**config.mk**
```make
export PLATFORM = sky130hd
export DESIGN_NAME = round_robin_slice_scheduler_unit
export DESIGN_NICKNAME = d
export VERILOG_FILES = /design/src/rtl/rrss_pkg.sv /design/src/rtl/rrss_ready_queue.sv /design/src/rtl/rrss_burst_table.sv /design/src/rtl/round_robin_slice_scheduler_unit.sv
export SDC_FILE = /design/constraint.sdc
export NUM_CORES = 1
export LEC_CHECK = 0
export BUFFER_PORTS_ARGS = -buffer_cell sky130_fd_sc_hd__clkbuf_2
export CAP_MARGIN = 20
export CELL_PAD_IN_SITES_DETAIL_PLACEMENT = 2
export CELL_PAD_IN_SITES_GLOBAL_PLACEMENT = 2
export CORE_ASPECT_RATIO = 0.7
export CORE_MARGIN = 2
export CORE_UTILIZATION = 49
export DETAILED_ROUTE_END_ITERATION = 8
export GPL_TIMING_DRIVEN = 0
export PLACE_DENSITY_LB_ADDON = 0.1
export SYNTH_ARGS = -nofsm -noshare
export SYNTH_HDL_FRONTEND = slang
export SYNTH_SLANG_ARGS = --single-unit
```
**constraint.sdc**
```tcl
create_clock -name clk_i -period 16.95 [get_ports clk_i]
set_clock_uncertainty 0.2 [all_clocks]
set_input_delay 2.5425 -clock clk_i [delete_from_list [all_inputs] [get_ports clk_i]]
set_output_delay 2.5425 -clock clk_i [all_outputs]
set_load 0.1 [all_outputs]
```
**src/rtl/rrss_pkg.sv**
```systemverilog
`timescale 1ns / 1ps
// ----------------------------------------------------------------------------
// rrss_pkg
// Shared types, sizes and codes of the round robin slice scheduler.
// ----------------------------------------------------------------------------
package rrss_pkg;

  // Process table size and derived index and count widths.
  localparam int unsigned MAX_PROCESSES = 16;
  localparam int unsigned IDX_W         = $clog2(MAX_PROCESSES);
  localparam int unsigned CNT_W         = IDX_W + 1;

  // Field widths.
  localparam int unsigned BURST_W   = 16;
  localparam int unsigned QUANTUM_W = 16;
  localparam int unsigned TIME_W    = 20;
  localparam int unsigned TOTAL_W   = 24;
  localparam int unsigned PIDX_W    = 4;

  typedef logic [IDX_W-1:0]     idx_t;
  typedef logic [CNT_W-1:0]     cnt_t;
  typedef logic [BURST_W-1:0]   burst_t;
  typedef logic [QUANTUM_W-1:0] quantum_t;
  typedef logic [TIME_W-1:0]    time_t;
  typedef logic [TOTAL_W-1:0]   total_t;
  typedef logic [PIDX_W-1:0]    pidx_t;

  localparam quantum_t QUANTUM_RESET = quantum_t'(4);
  localparam cnt_t     CNT_FULL      = cnt_t'(MAX_PROCESSES);
  localparam idx_t     IDX_LAST      = idx_t'(MAX_PROCESSES - 1);

  // Command and status codes.
  typedef enum logic {
    CMD_ADD = 1'b0,
    CMD_RUN = 1'b1
  } cmd_e;

  typedef enum logic [1:0] {
    ST_OK    = 2'd0,
    ST_EMPTY = 2'd1,
    ST_FULL  = 2'd2
  } status_e;

  // Control of the ready queue memory.
  typedef struct packed {
    logic rd_en;
    logic pop;
    logic push;
    idx_t push_idx;
  } queue_ctrl_t;

  // One entry of the burst table.
  typedef struct packed {
    burst_t orig;
    burst_t rem;
  } bt_entry_t;

  // Control of the burst table memory.
  typedef struct packed {
    logic      rd_en;
    idx_t      rd_addr;
    logic      wr_en;
    idx_t      wr_addr;
    bt_entry_t wr_data;
  } bt_ctrl_t;

endpackage

```
**src/rtl/rrss_ready_queue.sv**
```systemverilog
`timescale 1ns / 1ps
// ----------------------------------------------------------------------------
// rrss_ready_queue
// Circular FIFO of process indices in a synchronous memory, with head, tail
// and fill count. The entry at the head is read through an output register.
// ----------------------------------------------------------------------------
module rrss_ready_queue (
  input  logic                 clk_i,
  input  logic                 rst_ni,
  input  rrss_pkg::queue_ctrl_t ctrl_i,
  output rrss_pkg::idx_t       head_idx_o,
  output rrss_pkg::cnt_t       count_o
);

  rrss_pkg::idx_t mem_q [rrss_pkg::MAX_PROCESSES];
  rrss_pkg::idx_t rdata_q;
  rrss_pkg::idx_t head_q, head_d;
  rrss_pkg::idx_t tail_q, tail_d;
  rrss_pkg::cnt_t count_q, count_d;

  // Memory: one write at the tail, one registered read at the head.
  always_ff @(posedge clk_i) begin
    if (ctrl_i.push) begin
      mem_q[tail_q] <= ctrl_i.push_idx;
    end
    if (ctrl_i.rd_en) begin
      rdata_q <= mem_q[head_q];
    end
  end

  // Pointer and count updates; a pop and a push may happen together.
  always_comb begin
    head_d  = head_q;
    tail_d  = tail_q;
    count_d = count_q;
    if (ctrl_i.pop) begin
      head_d = (head_q == rrss_pkg::IDX_LAST) ? '0 : head_q + 1'b1;
    end
    if (ctrl_i.push) begin
      tail_d = (tail_q == rrss_pkg::IDX_LAST) ? '0 : tail_q + 1'b1;
    end
    if (ctrl_i.push && !ctrl_i.pop) begin
      count_d = count_q + 1'b1;
    end else if (ctrl_i.pop && !ctrl_i.push) begin
      count_d = count_q - 1'b1;
    end
  end

  always_ff @(posedge clk_i or negedge rst_ni) begin
    if (!rst_ni) begin
      head_q  <= '0;
      tail_q  <= '0;
      count_q <= '0;
    end else begin
      head_q  <= head_d;
      tail_q  <= tail_d;
      count_q <= count_d;
    end
  end

  assign head_idx_o = rdata_q;
  assign count_o    = count_q;

  // The fill count never exceeds the table size.
  a_count_bound: assert property (@(posedge clk_i) disable iff (!rst_ni)
    count_q <= rrss_pkg::CNT_FULL)
    else $error("ready queue count above table size");

  // No pop from an empty queue.
  a_no_underflow: assert property (@(posedge clk_i) disable iff (!rst_ni)
    ctrl_i.pop |-> count_q != '0)
    else $error("ready queue popped while empty");

  // No push into a full queue unless an entry leaves in the same cycle.
  a_no_overflow: assert property (@(posedge clk_i) disable iff (!rst_ni)
    (ctrl_i.push && !ctrl_i.pop) |-> count_q < rrss_pkg::CNT_FULL)
    else $error("ready queue pushed while full");

  // A lone push grows the count by exactly one.
  a_push_count: assert property (@(posedge clk_i) disable iff (!rst_ni)
    (ctrl_i.push && !ctrl_i.pop) |=> count_q == $past(count_q) + 1'b1)
    else $error("ready queue count did not follow a push");

endmodule

```
**src/rtl/rrss_burst_table.sv**
```systemverilog
`timescale 1ns / 1ps
// ----------------------------------------------------------------------------
// rrss_burst_table
// Per-process original and remaining burst in a synchronous memory with one
// write port and one registered read port.
// ----------------------------------------------------------------------------
module rrss_burst_table (
  input  logic               clk_i,
  input  rrss_pkg::bt_ctrl_t ctrl_i,
  output rrss_pkg::burst_t   orig_o,
  output rrss_pkg::burst_t   rem_o
);

  rrss_pkg::bt_entry_t mem_q [rrss_pkg::MAX_PROCESSES];
  rrss_pkg::bt_entry_t rdata_q;

  // Write and registered read of one entry each per cycle.
  always_ff @(posedge clk_i) begin
    if (ctrl_i.wr_en) begin
      mem_q[ctrl_i.wr_addr] <= ctrl_i.wr_data;
    end
    if (ctrl_i.rd_en) begin
      rdata_q <= mem_q[ctrl_i.rd_addr];
    end
  end

  assign orig_o = rdata_q.orig;
  assign rem_o  = rdata_q.rem;

endmodule

```
**src/rtl/round_robin_slice_scheduler_unit.sv**
```systemverilog
`timescale 1ns / 1ps
// Sequence: an add word, or a run word on an empty queue, goes from acceptance
// straight to write-back; a run word on a nonempty queue takes the steps
// ready queue read, then burst table read, then write-back with the result.
// One word in flight; a new word is taken the cycle after the result is
// loaded, and write-back waits until the output register is free. Reset
// (async, active low) clears pointers, counters, time, totals; quantum is 4.
// ----------------------------------------------------------------------------
// round_robin_slice_scheduler_unit
// Round robin scheduler: enrolls processes and serves one time slice per run
// word from a FIFO ready queue, tracking time and waiting/turnaround totals.
// ----------------------------------------------------------------------------
module round_robin_slice_scheduler_unit (
  input  logic        clk_i,
  input  logic        rst_ni,
  // Configuration write channel (quantum).
  input  logic        cfg_valid_i,
  output logic        cfg_ready_o,
  input  logic [15:0] cfg_data_i,
  // Input channel.
  input  logic        in_valid_i,
  output logic        in_ready_o,
  input  logic        command_i,
  input  logic [15:0] burst_i,
  // Output channel.
  output logic        out_valid_o,
  input  logic        out_ready_i,
  output logic [1:0]  status_o,
  output logic [3:0]  process_index_o,
  output logic [19:0] slice_end_time_o,
  output logic        finished_o,
  output logic [19:0] waiting_time_o,
  output logic [19:0] turnaround_time_o,
  output logic [23:0] total_waiting_o,
  output logic [23:0] total_turnaround_o,
  output logic        queue_empty_o
);

  localparam logic [1:0] S_IDLE = 2'd0;
  localparam logic [1:0] S_HEAD = 2'd1;
  localparam logic [1:0] S_RESP = 2'd2;

  logic [1:0] state_q, state_d;

  rrss_pkg::quantum_t quantum_q;
  rrss_pkg::cmd_e     cmd_q;
  rrss_pkg::burst_t   burst_q;
  rrss_pkg::cnt_t     pcount_q;
  rrss_pkg::time_t    time_q, time_d;
  rrss_pkg::total_t   sum_wait_q, sum_wait_d;
  rrss_pkg::total_t   sum_turn_q, sum_turn_d;

  // Output word register.
  logic                  out_valid_q;
  rrss_pkg::status_e     status_q, status_d;
  rrss_pkg::pidx_t       pidx_q, pidx_d;
  rrss_pkg::time_t       end_time_q;
  logic                  fin_q, fin_d;
  rrss_pkg::time_t       wait_q, wait_d;
  rrss_pkg::time_t       turn_q, turn_d;
  logic                  qempty_q, qempty_d;

  rrss_pkg::queue_ctrl_t q_ctrl;
  rrss_pkg::idx_t        q_head_idx;
  rrss_pkg::cnt_t        q_count;
  rrss_pkg::bt_ctrl_t    bt_ctrl;
  rrss_pkg::burst_t      bt_orig;
  rrss_pkg::burst_t      bt_rem;

  logic                  in_fire;
  logic                  out_free;
  logic                  commit;
  logic                  add_ok;
  logic                  fits;
  rrss_pkg::burst_t      step;
  logic [rrss_pkg::TIME_W:0]  time_sum;
  logic [rrss_pkg::TOTAL_W:0] wsum;
  logic [rrss_pkg::TOTAL_W:0] tsum;
  rrss_pkg::time_t       run_time;
  rrss_pkg::time_t       run_wait;
  rrss_pkg::cnt_t        count_after;

  assign in_fire  = in_valid_i && in_ready_o;
  assign out_free = !out_valid_q || out_ready_i;
  assign commit   = (state_q == S_RESP) && out_free;
  assign in_ready_o  = (state_q == S_IDLE);
  assign cfg_ready_o = 1'b1;

  // Quantum register.
  always_ff @(posedge clk_i or negedge rst_ni) begin
    if (!rst_ni) begin
      quantum_q <= rrss_pkg::QUANTUM_RESET;
    end else if (cfg_valid_i && cfg_ready_o) begin
      quantum_q <= rrss_pkg::quantum_t'(cfg_data_i);
    end
  end

  // Input word capture.
  always_ff @(posedge clk_i) begin
    if (in_fire) begin
      cmd_q   <= rrss_pkg::cmd_e'(command_i);
      burst_q <= rrss_pkg::burst_t'(burst_i);
    end
  end

  // Sequencer: queue read at acceptance, burst read next for a served run, then write-back.
  always_comb begin
    state_d = state_q;
    case (state_q)
      S_IDLE: begin
        if (in_fire) begin
          if (command_i == rrss_pkg::CMD_RUN && q_count != '0) begin
            state_d = S_HEAD;
          end else begin
            state_d = S_RESP;
          end
        end
      end
      S_HEAD: begin
        state_d = S_RESP;
      end
      S_RESP: begin
        if (out_free) begin
          state_d = S_IDLE;
        end
      end
      default: begin
        state_d = S_IDLE;
      end
    endcase
  end

  // Slice arithmetic on the served process.
  assign fits     = (bt_rem <= quantum_q);
  assign step     = fits ? bt_rem : rrss_pkg::burst_t'(quantum_q);
  assign time_sum = {1'b0, time_q} + (rrss_pkg::TIME_W + 1)'(step);
  assign run_time = time_sum[rrss_pkg::TIME_W] ? '1 : time_sum[rrss_pkg::TIME_W-1:0];
  assign run_wait = (run_time >= rrss_pkg::time_t'(bt_orig))
                  ? run_time - rrss_pkg::time_t'(bt_orig) : '0;
  assign wsum     = {1'b0, sum_wait_q} + (rrss_pkg::TOTAL_W + 1)'(run_wait);
  assign tsum     = {1'b0, sum_turn_q} + (rrss_pkg::TOTAL_W + 1)'(run_time);
  assign add_ok   = (pcount_q != rrss_pkg::CNT_FULL);

  // Memory control and next values of the result and the state.
  always_comb begin
    q_ctrl          = '0;
    bt_ctrl         = '0;
    q_ctrl.rd_en    = in_fire && (command_i == rrss_pkg::CMD_RUN);
    bt_ctrl.rd_en   = (state_q == S_HEAD);
    bt_ctrl.rd_addr = q_head_idx;
    time_d      = time_q;
    sum_wait_d  = sum_wait_q;
    sum_turn_d  = sum_turn_q;
    status_d    = rrss_pkg::ST_OK;
    pidx_d      = '0;
    fin_d       = 1'b0;
    wait_d      = '0;
    turn_d      = '0;
    count_after = q_count;
    if (cmd_q == rrss_pkg::CMD_ADD) begin
      if (add_ok) begin
        pidx_d            = rrss_pkg::pidx_t'(pcount_q);
        count_after       = q_count + 1'b1;
        q_ctrl.push       = commit;
        q_ctrl.push_idx   = rrss_pkg::idx_t'(pcount_q);
        bt_ctrl.wr_en     = commit;
        bt_ctrl.wr_addr   = rrss_pkg::idx_t'(pcount_q);
        bt_ctrl.wr_data   = '{orig: burst_q, rem: burst_q};
      end else begin
        status_d = rrss_pkg::ST_FULL;
      end
    end else if (q_count == '0) begin
      status_d = rrss_pkg::ST_EMPTY;
    end else begin
      pidx_d          = rrss_pkg::pidx_t'(q_head_idx);
      time_d          = run_time;
      q_ctrl.pop      = commit;
      bt_ctrl.wr_en   = commit;
      bt_ctrl.wr_addr = q_head_idx;
      if (fits) begin
        count_after     = q_count - 1'b1;
        fin_d           = 1'b1;
        wait_d          = run_wait;
        turn_d          = run_time;
        sum_wait_d      = wsum[rrss_pkg::TOTAL_W] ? '1 : wsum[rrss_pkg::TOTAL_W-1:0];
        sum_turn_d      = tsum[rrss_pkg::TOTAL_W] ? '1 : tsum[rrss_pkg::TOTAL_W-1:0];
        bt_ctrl.wr_data = '{orig: bt_orig, rem: '0};
      end else begin
        q_ctrl.push     = commit;
        q_ctrl.push_idx = q_head_idx;
        bt_ctrl.wr_data = '{orig: bt_orig, rem: bt_rem - rrss_pkg::burst_t'(quantum_q)};
      end
    end
    qempty_d = (count_after == '0);
  end

  // Control state, time and totals.
  always_ff @(posedge clk_i or negedge rst_ni) begin
    if (!rst_ni) begin
      state_q     <= S_IDLE;
      pcount_q    <= '0;
      time_q      <= '0;
      sum_wait_q  <= '0;
      sum_turn_q  <= '0;
      out_valid_q <= 1'b0;
    end else begin
      state_q <= state_d;
      if (commit) begin
        time_q      <= time_d;
        sum_wait_q  <= sum_wait_d;
        sum_turn_q  <= sum_turn_d;
        out_valid_q <= 1'b1;
        if (cmd_q == rrss_pkg::CMD_ADD && add_ok) begin
          pcount_q <= pcount_q + 1'b1;
        end
      end else if (out_ready_i) begin
        out_valid_q <= 1'b0;
      end
    end
  end

  // Output word payload.
  always_ff @(posedge clk_i) begin
    if (commit) begin
      status_q   <= status_d;
      pidx_q     <= pidx_d;
      end_time_q <= time_d;
      fin_q      <= fin_d;
      wait_q     <= wait_d;
      turn_q     <= turn_d;
      qempty_q   <= qempty_d;
    end
  end

  rrss_ready_queue u_ready_queue (
    .clk_i      (clk_i),
    .rst_ni     (rst_ni),
    .ctrl_i     (q_ctrl),
    .head_idx_o (q_head_idx),
    .count_o    (q_count)
  );

  rrss_burst_table u_burst_table (
    .clk_i  (clk_i),
    .ctrl_i (bt_ctrl),
    .orig_o (bt_orig),
    .rem_o  (bt_rem)
  );

  assign out_valid_o        = out_valid_q;
  assign status_o           = status_q;
  assign process_index_o    = pidx_q;
  assign slice_end_time_o   = end_time_q;
  assign finished_o         = fin_q;
  assign waiting_time_o     = wait_q;
  assign turnaround_time_o  = turn_q;
  assign total_waiting_o    = sum_wait_q;
  assign total_turnaround_o = sum_turn_q;
  assign queue_empty_o      = qempty_q;

  // A new result word appears only after the write-back state.
  a_out_from_resp: assert property (@(posedge clk_i) disable iff (!rst_ni)
    $rose(out_valid_q) |-> $past(state_q) == S_RESP)
    else $error("result word loaded outside write-back");

  // The process table never holds more entries than its size.
  a_pcount_bound: assert property (@(posedge clk_i) disable iff (!rst_ni)
    pcount_q <= rrss_pkg::CNT_FULL)
    else $error("process count above table size");

  // A finished slice reports success and its turnaround equals the end time.
  a_fin_consistent: assert property (@(posedge clk_i) disable iff (!rst_ni)
    (out_valid_q && fin_q) |-> (status_q == rrss_pkg::ST_OK && turn_q == end_time_q))
    else $error("finished word with inconsistent fields");

  // The burst table is written only during write-back.
  a_wr_in_resp: assert property (@(posedge clk_i) disable iff (!rst_ni)
    bt_ctrl.wr_en |-> state_q == S_RESP)
    else $error("burst table written outside write-back");

endmodule
```
==> reports/metrics.csv <==
metric,value,unit
effective_utilization_at_floorplan,49.4,%
syn_inst,2274,
met1Wirelength,54100,um
worst-slew-pin-transition,1.20,ns
synthFlopType,sky130_fd_sc_hd__edfxtp_1,
clock_sinks,802,
yosys.area_share.simple,6.00,%
post_synth.cell_area_avg,15.5,sq um
num_vias,24500,
routabilityCongestion,0.877,
setup_tns_final,0,ns
detailroute.wirelength.met2,65600,um
cts.reportedPaths.clkPinSlew,0.07,ns
post_dp_cell_area,38200,sq um
ys_seq_area_share,66.8,%
timing.max_slew.rel_slack,19.8,%
h-tree-depth,3,
synth_nets,2415,
dr_wl_met3,13800,um
synthesis.area,35300,sq um
worst-endpoint-required,17.31,ns
worst_ep_arrival_time,14.69,ns
post_drt_wl_per_cell,39.0,um
share_of_cells_above_drive_strength_1,21.1,%
clock-root-buffer,sky130_fd_sc_hd__clkbuf_16,
route.final.wire_length,141000,um
viasPerCell,6.79,
clock_insertion_delay_worst_skew,0.69,ns
globalRoute.totalOverflow,0,
fin_crit_sh,84.6,%
critPathMaxStageDelay,0.84,ns
post_synth_num_cell_types,70,
ioPinCount,157,
synth-adder-area-share,3.76,%
startpoint_type,flop,
synth-async-reset-ratio,13.1,%
drv_cap,0,
crit_path_frequent_cell,sky130_fd_sc_hd__o21ai_0,
synth.area.mux_share,11.6,%
crit_type,flop to flop,
tritoncts,done,
number_of_buffers_on_the_longest_clock_path,3,
grt_start_max_net_pins,89,
yosys_register_bits,802,
area_of_the_die,74200,sq um
element_type_at_the_critical_path_end,flop,
top_layer_used,met5,
finalSetupViolCount,0,
grt_antenna_before_repair,10,
detailedRoute.firstPassIterationCount,6,
cts_buffers,78,
cts.hold.buffers_added,0,
syn2layout_area_growth,15.7,%
finish.instance_area,40800,sq um
remaining_drc_errors,0,
run_status,"finished, final reports clean",
class_of_the_worst_hold_path,flop to flop,
dieHeight,229,um
placeableCoreArea,71400,sq um
rows,82,
first_pass_grt_wire_length,199000,um
cts_resized,0,
place.detailed.hpwl,94700,um
all_layer_gr_usage,37.9,%
max_freq,69.8,MHz
synth-edff-count,697,
crit_path_top_delay_cell,sky130_fd_sc_hd__a21boi_0,
die_w,325,um
ant_nets,0,
timing_hold_violations_final,0,
dominant_combinational_cell_family_by_area_after_synthesis,multiplexers,
synth_xor_xnor_area_share,1.89,%
finalCriticalPeriod,14.33,ns
path_max_fanout,10,
final_nets,2719,
fillers,6298,
portBuffers,155,
rsz_0062_raised_after_global_routing,false,
post_cts_buffers,0,
synth_compound_area_share,7.97,%
worst_hold_slack_after_final_layout,0.327,ns
first_global_vias,25900,
warning_count_from_the_yosys_run,0,
slew_violations,0,
detailedRoute.firstIterationViolations,3508,
-- cell usage in the layout, fill, tap and decap left out, types with 82 or more instances in the layout --
cell type and n:
sky130_fd_sc_hd__nand2_1 176, sky130_fd_sc_hd__inv_1 86, sky130_fd_sc_hd__dfrtp_1 104, sky130_fd_sc_hd__mux4_2 168, sky130_fd_sc_hd__clkbuf_2 154, sky130_fd_sc_hd__edfxtp_1 697, sky130_fd_sc_hd__o21ai_0 145, sky130_fd_sc_hd__a21oi_1 94
sky130_fd_sc_hd__ha_1 98, sky130_fd_sc_hd__nor2_1 112, sky130_fd_sc_hd__clkbuf_1 82
-- worst max-delay path: cells and delay by family, from the launching register on --
kind	cells	cell delay, ns
AO/OA/AOI/OAI	18	6.49
adder cells (fa/ha/maj)	5	1.77
buffers and inverters	8	2.05
flip-flops	1	0.45
AND/OR/NAND/NOR	11	3.24
-- sequential cells by signal, summed over array words and instances, names as in the netlist, 2 cells and up --
signal,count
u_burst_table.mem_q,512
u_ready_queue.mem_q,64
total_turnaround_o,24
total_waiting_o,24
slice_end_time_o,20
time_q,20
turnaround_time_o,20
waiting_time_o,20
burst_q,16
quantum_q,16
u_burst_table.orig_o,16
u_burst_table.rem_o,16
pcount_q,5
u_ready_queue.count_o,5
process_index_o,4
u_ready_queue.head_idx_o,4
u_ready_queue.head_q,4
u_ready_queue.tail_q,4
state_q,2
status_o,2
-- cell families after synthesis --
| group | Yosys count |
|---|---|
| AOI/OAI and AO/OA | 448 |
| DFF | 802 |
| xor gates and xnor gates | 76 |
| adders and majority gates | 103 |
| buffers and inverters | 182 |
| other | 1 |
| and+or+nand+nor | 466 |
| muxes | 196 |
-- area by class of cell --
cell class	count	area (sq um)	area share (%)
clock buffers	102	2090	5.12
multi-input cells	1290	11200	27.3
clock inverters	37	414	1.01
plain buffers	95	393	0.962
well taps	966	1210	2.96
diodes	2	5.00	0.0123
inverters	87	327	0.800
flip-flops and latches	802	23600	57.7
repair buffers	224	1690	4.14
-- layer usage --
metal,GRT usage [%],up-vias
li1,-,9470
met4,16.6,10
met3,8.24,410
met5,0,-
met1,51.3,13000
met2,59.8,1576
-- cell usage after synthesis, types with 9 or more instances --
| cell | number | area [sq um] |
|---|---|---|
| sky130_fd_sc_hd__nand2_1 | 176 | 661 |
| sky130_fd_sc_hd__nand3_1 | 26 | 130 |
| sky130_fd_sc_hd__a211oi_1 | 14 | 105 |
| sky130_fd_sc_hd__o22a_1 | 25 | 219 |
| sky130_fd_sc_hd__a21oi_1 | 94 | 470 |
| sky130_fd_sc_hd__o21bai_1 | 9 | 67.6 |
| sky130_fd_sc_hd__o21ai_0 | 156 | 781 |
| sky130_fd_sc_hd__dfrtp_1 | 104 | 2600 |
| sky130_fd_sc_hd__xnor2_1 | 49 | 429 |
| sky130_fd_sc_hd__buf_1 | 21 | 78.8 |
| sky130_fd_sc_hd__o21a_1 | 20 | 150 |
| sky130_fd_sc_hd__ha_1 | 98 | 1230 |
| sky130_fd_sc_hd__edfxtp_1 | 697 | 20900 |
| sky130_fd_sc_hd__nor2_1 | 128 | 480 |
| sky130_fd_sc_hd__nand4_1 | 15 | 93.8 |
| sky130_fd_sc_hd__a21o_1 | 35 | 263 |
| sky130_fd_sc_hd__nor2b_1 | 13 | 81.3 |
| sky130_fd_sc_hd__mux2i_1 | 17 | 170 |
| sky130_fd_sc_hd__inv_1 | 86 | 323 |
| sky130_fd_sc_hd__clkbuf_1 | 63 | 236 |
| sky130_fd_sc_hd__mux4_2 | 168 | 3780 |
| sky130_fd_sc_hd__a31oi_1 | 22 | 138 |
| sky130_fd_sc_hd__and3_1 | 10 | 62.6 |
| sky130_fd_sc_hd__xor2_1 | 27 | 236 |
| sky130_fd_sc_hd__nor3_1 | 37 | 185 |
| sky130_fd_sc_hd__or3_1 | 9 | 56.3 |
| sky130_fd_sc_hd__mux2_2 | 9 | 101 |
| sky130_fd_sc_hd__nand2b_1 | 19 | 119 |
-- worst paths after layout --
path                                   startpoint               endpoint  slack [ns]  cells past startpoint
min                                   pcount_q[4]            pcount_q[4]        0.33                      1
max                        u_burst_table.rem_o[0]    total_waiting_o[22]        2.62                     42
min in group asynchronous                  rst_ni            pcount_q[1]        1.54                      1
min reg2reg                           pcount_q[4]            pcount_q[4]        0.33                      1
max reg2reg                u_burst_table.rem_o[0]    total_waiting_o[22]        2.62                     42
max in group asynchronous                  rst_ni  total_turnaround_o[3]       14.15                      2
-- per-stage QoR --
stage | worst slack, ns | cells | utilization (%)
after floorplan | 7.84 | 2274 | -
after global placement | 4.11 | 3395 | 52.2
after detailed placement | 4.03 | 3451 | 53.5
after CTS | 3.27 | 3590 | 57.0
after global routing | 2.47 | 3603 | 57.2
final | 2.62 | 3605 | 57.2
Power is left out: the tool's default activity adds up to more than one toggle a clock period on the data nets, which glitch-free logic cannot reach.
